`src/hw/rtl/rmh_pkg.sv`:
```
// Shared constants and types for the running median block.
// No dependencies.
package rmh_pkg;
    localparam int HEAP_DEPTH = 512;
    localparam int AW = $clog2(HEAP_DEPTH);
    localparam int CW = $clog2(HEAP_DEPTH + 1);

    typedef logic [AW-1:0] addr_t;
    typedef logic [CW-1:0] cnt_t;
    typedef logic signed [31:0] word_t;
    typedef logic signed [32:0] med_t;

    typedef struct packed {
        logic  op_push;
        logic  op_repl;
        word_t value;
        cnt_t  count;
    } heap_cmd_t;
endpackage

```
`src/hw/rtl/rmh_ctrl.sv`:
```
// Sequencer: takes a sample, picks the heap operations, reports the median.
// Depends on rmh_pkg.
module rmh_ctrl
    import rmh_pkg::*;
(
    input  logic      clk,
    input  logic      rst_n,
    input  logic      in_valid,
    output logic      in_ready,
    input  word_t     in_sample,
    output logic      out_valid,
    input  logic      out_ready,
    output med_t      out_med,
    output logic [10:0] out_cnt,
    output logic      out_drop,
    output logic      lo_start,
    output heap_cmd_t lo_cmd,
    input  logic      lo_busy,
    input  word_t     lo_top,
    input  word_t     lo_old,
    output logic      up_start,
    output heap_cmd_t up_cmd,
    input  logic      up_busy,
    input  word_t     up_top,
    input  word_t     up_old
);
    typedef enum logic [2:0] {C_IDLE, C_GO, C_W1, C_MOVE, C_OUT} st_t;

    st_t         st_reg, st_next;
    word_t       s_reg, s_next;
    cnt_t        lc_reg, lc_next;
    cnt_t        uc_reg, uc_next;
    logic        drop_reg, drop_next;
    logic        mv_lo_reg, mv_lo_next;
    logic        vld_reg, vld_next;
    med_t        med_reg, med_next;
    logic [10:0] cnt_reg, cnt_next;
    logic        odrop_reg, odrop_next;
    logic        lo_start_reg, lo_start_next;
    logic        up_start_reg, up_start_next;
    heap_cmd_t   lo_cmd_reg, lo_cmd_next;
    heap_cmd_t   up_cmd_reg, up_cmd_next;

    med_t lo_e;
    med_t up_e;
    med_t m2;
    med_t s2;
    assign lo_e = (lc_reg != '0) ? med_t'(lo_top) : '0;
    assign up_e = (uc_reg != '0) ? med_t'(up_top) : '0;
    assign m2 = (lc_reg == uc_reg) ? lo_e + up_e :
                (lc_reg < uc_reg) ? (up_e <<< 1) : (lo_e <<< 1);
    assign s2 = med_t'(s_reg) <<< 1;

    logic busy_any;
    assign busy_any = lo_busy || up_busy || lo_start_reg || up_start_reg;

    always_comb
    begin
        st_next       = st_reg;
        s_next        = s_reg;
        lc_next       = lc_reg;
        uc_next       = uc_reg;
        drop_next     = drop_reg;
        mv_lo_next    = mv_lo_reg;
        vld_next      = vld_reg;
        med_next      = med_reg;
        cnt_next      = cnt_reg;
        odrop_next    = odrop_reg;
        lo_start_next = 1'b0;
        up_start_next = 1'b0;
        lo_cmd_next   = lo_cmd_reg;
        up_cmd_next   = up_cmd_reg;
        if (vld_reg && out_ready)
        begin
            vld_next = 1'b0;
        end
        case (st_reg)
            C_IDLE:
            begin
                if (in_valid)
                begin
                    s_next  = in_sample;
                    st_next = C_GO;
                end
            end
            C_GO:
            begin
                drop_next   = 1'b0;
                mv_lo_next  = 1'b0;
                st_next     = C_W1;
                lo_cmd_next = '{op_push: 1'b1, op_repl: 1'b0, value: s_reg, count: lc_reg};
                up_cmd_next = '{op_push: 1'b1, op_repl: 1'b0, value: s_reg, count: uc_reg};
                if (lc_reg == cnt_t'(HEAP_DEPTH) && uc_reg == cnt_t'(HEAP_DEPTH))
                begin
                    drop_next = 1'b1;
                    st_next   = C_OUT;
                end
                else if (lc_reg == '0 && uc_reg == '0)
                begin
                    lo_start_next = 1'b1;
                    lc_next       = lc_reg + cnt_t'(1);
                end
                else if (lc_reg == uc_reg)
                begin
                    if (s2 <= m2)
                    begin
                        lo_start_next = 1'b1;
                        lc_next       = lc_reg + cnt_t'(1);
                    end
                    else
                    begin
                        up_start_next = 1'b1;
                        uc_next       = uc_reg + cnt_t'(1);
                    end
                end
                else if (lc_reg < uc_reg)
                begin
                    if (s2 > m2)
                    begin
                        up_cmd_next   = '{op_push: 1'b0, op_repl: 1'b1, value: s_reg,
                                          count: uc_reg};
                        up_start_next = 1'b1;
                        mv_lo_next    = 1'b1;
                        st_next       = C_MOVE;
                    end
                    else
                    begin
                        lo_start_next = 1'b1;
                        lc_next       = lc_reg + cnt_t'(1);
                    end
                end
                else
                begin
                    if (s2 < m2)
                    begin
                        lo_cmd_next   = '{op_push: 1'b0, op_repl: 1'b1, value: s_reg,
                                          count: lc_reg};
                        lo_start_next = 1'b1;
                        st_next       = C_MOVE;
                    end
                    else
                    begin
                        up_start_next = 1'b1;
                        uc_next       = uc_reg + cnt_t'(1);
                    end
                end
            end
            C_MOVE:
            begin
                if (!busy_any)
                begin
                    if (mv_lo_reg)
                    begin
                        lo_cmd_next   = '{op_push: 1'b1, op_repl: 1'b0, value: up_old,
                                          count: lc_reg};
                        lo_start_next = 1'b1;
                        lc_next       = lc_reg + cnt_t'(1);
                    end
                    else
                    begin
                        up_cmd_next   = '{op_push: 1'b1, op_repl: 1'b0, value: lo_old,
                                          count: uc_reg};
                        up_start_next = 1'b1;
                        uc_next       = uc_reg + cnt_t'(1);
                    end
                    st_next = C_W1;
                end
            end
            C_W1:
            begin
                if (!busy_any)
                begin
                    st_next = C_OUT;
                end
            end
            C_OUT:
            begin
                if (!vld_reg || out_ready)
                begin
                    vld_next   = 1'b1;
                    med_next   = m2;
                    cnt_next   = 11'(lc_reg) + 11'(uc_reg);
                    odrop_next = drop_reg;
                    st_next    = C_IDLE;
                end
            end
            default:
            begin
                st_next = C_IDLE;
            end
        endcase
    end

    always_ff @(posedge clk or negedge rst_n)
    begin
        if (!rst_n)
        begin
            st_reg       <= C_IDLE;
            s_reg        <= '0;
            lc_reg       <= '0;
            uc_reg       <= '0;
            drop_reg     <= 1'b0;
            mv_lo_reg    <= 1'b0;
            vld_reg      <= 1'b0;
            med_reg      <= '0;
            cnt_reg      <= '0;
            odrop_reg    <= 1'b0;
            lo_start_reg <= 1'b0;
            up_start_reg <= 1'b0;
            lo_cmd_reg   <= '0;
            up_cmd_reg   <= '0;
        end
        else
        begin
            st_reg       <= st_next;
            s_reg        <= s_next;
            lc_reg       <= lc_next;
            uc_reg       <= uc_next;
            drop_reg     <= drop_next;
            mv_lo_reg    <= mv_lo_next;
            vld_reg      <= vld_next;
            med_reg      <= med_next;
            cnt_reg      <= cnt_next;
            odrop_reg    <= odrop_next;
            lo_start_reg <= lo_start_next;
            up_start_reg <= up_start_next;
            lo_cmd_reg   <= lo_cmd_next;
            up_cmd_reg   <= up_cmd_next;
        end
    end

    assign in_ready  = (st_reg == C_IDLE);
    assign out_valid = vld_reg;
    assign out_med   = med_reg;
    assign out_cnt   = cnt_reg;
    assign out_drop  = odrop_reg;
    assign lo_start  = lo_start_reg;
    assign up_start  = up_start_reg;
    assign lo_cmd    = lo_cmd_reg;
    assign up_cmd    = up_cmd_reg;
endmodule

```
`config.mk`:
```
export PLATFORM = sky130hd
export DESIGN_NAME = rmh_ctrl
export DESIGN_NICKNAME = d
export VERILOG_FILES = /design/src/hw/rtl/rmh_pkg.sv /design/src/hw/rtl/rmh_ctrl.sv
export SDC_FILE = /design/constraint.sdc
export NUM_CORES = 1
export LEC_CHECK = 0
export ABC_AREA = 1
export BUFFER_PORTS_ARGS = -buffer_cell sky130_fd_sc_hd__buf_2
export CAP_MARGIN = 20
export CORE_ASPECT_RATIO = 2
export CORE_MARGIN = 2
export CORE_UTILIZATION = 41
export CTS_BUF_LIST = sky130_fd_sc_hd__clkbuf_16
export CTS_CLUSTER_SIZE = 25
export DETAILED_ROUTE_END_ITERATION = 8
export PLACE_DENSITY_LB_ADDON = 0.05
export SYNTH_ARGS = -nofsm -noshare
export SYNTH_HDL_FRONTEND = slang
export SYNTH_SLANG_ARGS = --single-unit
```
`constraint.sdc`:
```
create_clock -name clk -period 11.9 [get_ports clk]
set_clock_uncertainty 0.1 [all_clocks]
set_input_delay 0.595 -clock clk [delete_from_list [all_inputs] [get_ports clk]]
set_output_delay 0.595 -clock clk [all_outputs]
set_load 0.05 [all_outputs]
```
==> results.json <==
{
  "die_w_um": 126.5,
  "worst_ep_required_time_ps": 12140,
  "syn_to_final_growth_pct": 19.63,
  "placement.cell_area_um2": 14100,
  "clk_path_buf_depth": 2,
  "synth_top_area_cell": "dfrtp_1",
  "cp_slowest_cell": "inv_1",
  "fin_hold_ws_ps": 157.2,
  "critical_path.startpoint_type": "flop",
  "yosys-top-cells-area": "dfrtp_1 (39%), nand2_1 (12%), ha_1 (8.9%)",
  "die_h_um": 248.9,
  "via_count": 11930,
  "die_area_um2": 31480,
  "grt_antenna_before_repair": 5,
  "cts_setup_buffers": 0,
  "reg2reg_slack_ps": 4420,
  "syn_avg_cell_area_um2": 7.513,
  "core_um2": 29510,
  "clock-sinks": 193,
  "avgRoutedWirePerCell_um": 19.12,
  "slew_headroom": 0.3162,
  "cp-end-kind": "flop",
  "seq_area_um2": 4830,
  "syn_inst": 1637,
  "drt_iter0_drc": 697,
  "ys_types": 47,
  "gr-total-overflow": 0,
  "synthesis.area_um2": 12300,
  "netlist.area_leader.share": 0.3927,
  "reg2reg_depth": 38,
  "rr_endpoint": "uc_reg[1]$_DFFE_PN0P_",
  "grt_max_degree": 121,
  "rsz0062_at_grt": "no",
  "syn-num-nets": 1892,
  "cpPeakStageDelay_ps": 760,
  "min_period_over_period": 0.6283,
  "clk_latency_ps": 460,
  "grt_pass1_wl_um": 66760,
  "hpwl_um": 34910,
  "drive_gt1_frac": 0.2086,
  "num-fill-cells": 3025,
  "gp_congestion": 0.9901,
  "arrival_ps": 7720,
  "crit_top_cell": "nand2_1",
  "status": "finished clean",
  "most-common-layout-cells": "nand2_1 (402), buf_2 (301), nor2_1 (207), dfrtp_1 (193), inv_1 (182)",
  "reg2reg_from": "uc_reg[1]$_DFFE_PN0P_",
  "yosysWarningCount": 0,
  "fin_nets": 2160,
  "finalHoldViolations": 0,
  "drc_errors": 0,
  "start_util": 0.4167,
  "maxCapViolCount": 0,
  "synth-seq-area-share": 0.3927,
  "synth_flop_cell": "dfrtp_1",
  "tritoncts": "done",
  "final_max_slew_viol_count": 0,
  "critPathMaxFanout": 31,
  "setup_violations": 0,
  "path_class": "flop to flop",
  "ys_seq_elements": 193,
  "multiInputGateArea_um2": 6514,
  "crit_start": "uc_reg[1]$_DFFE_PN0P_",
  "synth_edf_count": 0,
  "cts_inserted_buffers": 17,
  "fin_area_um2": 14710,
  "holdBufCountCts": 0,
  "antenna_left": 0,
  "worstMarginPinSlew_ps": 1025,
  "root_buffer": "clkbuf_16",
  "htree_levels": 4,
  "period_minus_slack_ps": 7477,
  "portBuffers": 302,
  "synthArstFlopShare": 1.000,
  "mostFrequentLayoutCell": "nand2_1",
  "cts_resized": 0,
  "fmaxAchievable_mhz": 133.7,
  "first_pass_iters": 6,
  "drt_wl_total_um": 43720,
  "first_global_vias": 11940,
  "clk_pin_slew_worst_paths_ps": 70,
  "placementRows": 89,
  "hold_class": "primary input to asynchronous set/reset pin",
  "ios": 303,
  "finalSetupTns_ps": 0,
  "track_usage": 0.2762,
  "vias_per_cell": 5.218
}
-- cell type report --
class                      instances  share of cell area
clock buffer                      17             0.02892
antenna                            5           0.0008505
tap                              364             0.03096
sequential                       193              0.3283
multi-input combinational       1194              0.4428
clock inverter                    15             0.01148
timing repair buffer             314              0.1095
inverter                         185             0.04729
-- worst max path at each step --
stage	endpoint	slack, ps
floorplan	uc_reg[8]$_DFFE_PN0P_	6480
global placement	uc_reg[8]$_DFFE_PN0P_	4520
detailed placement	uc_reg[0]$_DFFE_PN0P_	4510
CTS	uc_reg[1]$_DFFE_PN0P_	4490
global route	uc_reg[0]$_DFFE_PN0P_	3740
finish	uc_reg[1]$_DFFE_PN0P_	4420
-- routing by layer --
layer	wire [um]	vias to the layer above	GRT usage
met2	24340	329	0.5290
met4	2735	0	0.1702
met5	0	-	0
met3	1402	99	0.03265
li1	-	5899	-
met1	15240	5607	0.2750
-- logic make-up after synthesis --
kind of cell               count (synthesis)  share of synthesized area
xor gates and xnor gates                  36                    0.02564
buffers and inverters                    250                    0.07865
and+or+nand+nor                          736                     0.2434
adders and majority gates                 89                    0.09177
muxes                                     31                    0.02838
DFF                                      193                     0.3927
AOI/OAI and AO/OA                        302                     0.1395
-- synthesized netlist by cell type, types with 16 or more instances --
cell type,n
a21oi_1,85
a31oi_1,67
clkbuf_1,50
dfrtp_1,193
ha_1,87
inv_1,182
mux2_2,31
nand2_1,404
nand3_1,69
nand4_1,16
nor2_1,208
o21ai_0,108
xor2_1,29
-- critical path: cells and delay by family (launching register included) --
family          cells  cell delay [ps]
fa+ha+maj           4             1200
compound gates      6             1800
flops               1              420
xor+xnor            1              190
simple gates       25             2720
buf+inv             2              930
-- per-stage QoR --
step           setup slack (ps)    util  cells
2_1_floorplan              6483       -   1637
3_3_place_gp               4523  0.4780   2250
3_5_place_dp               4509  0.4780   2250
4_1_cts                    4487  0.4981   2282
5_1_grt                    3742  0.4985   2287
6_report                   4423  0.4985   2287
Power is not shown: default switching activity piles up to over one toggle a cycle in this logic, so the estimate is an artifact.
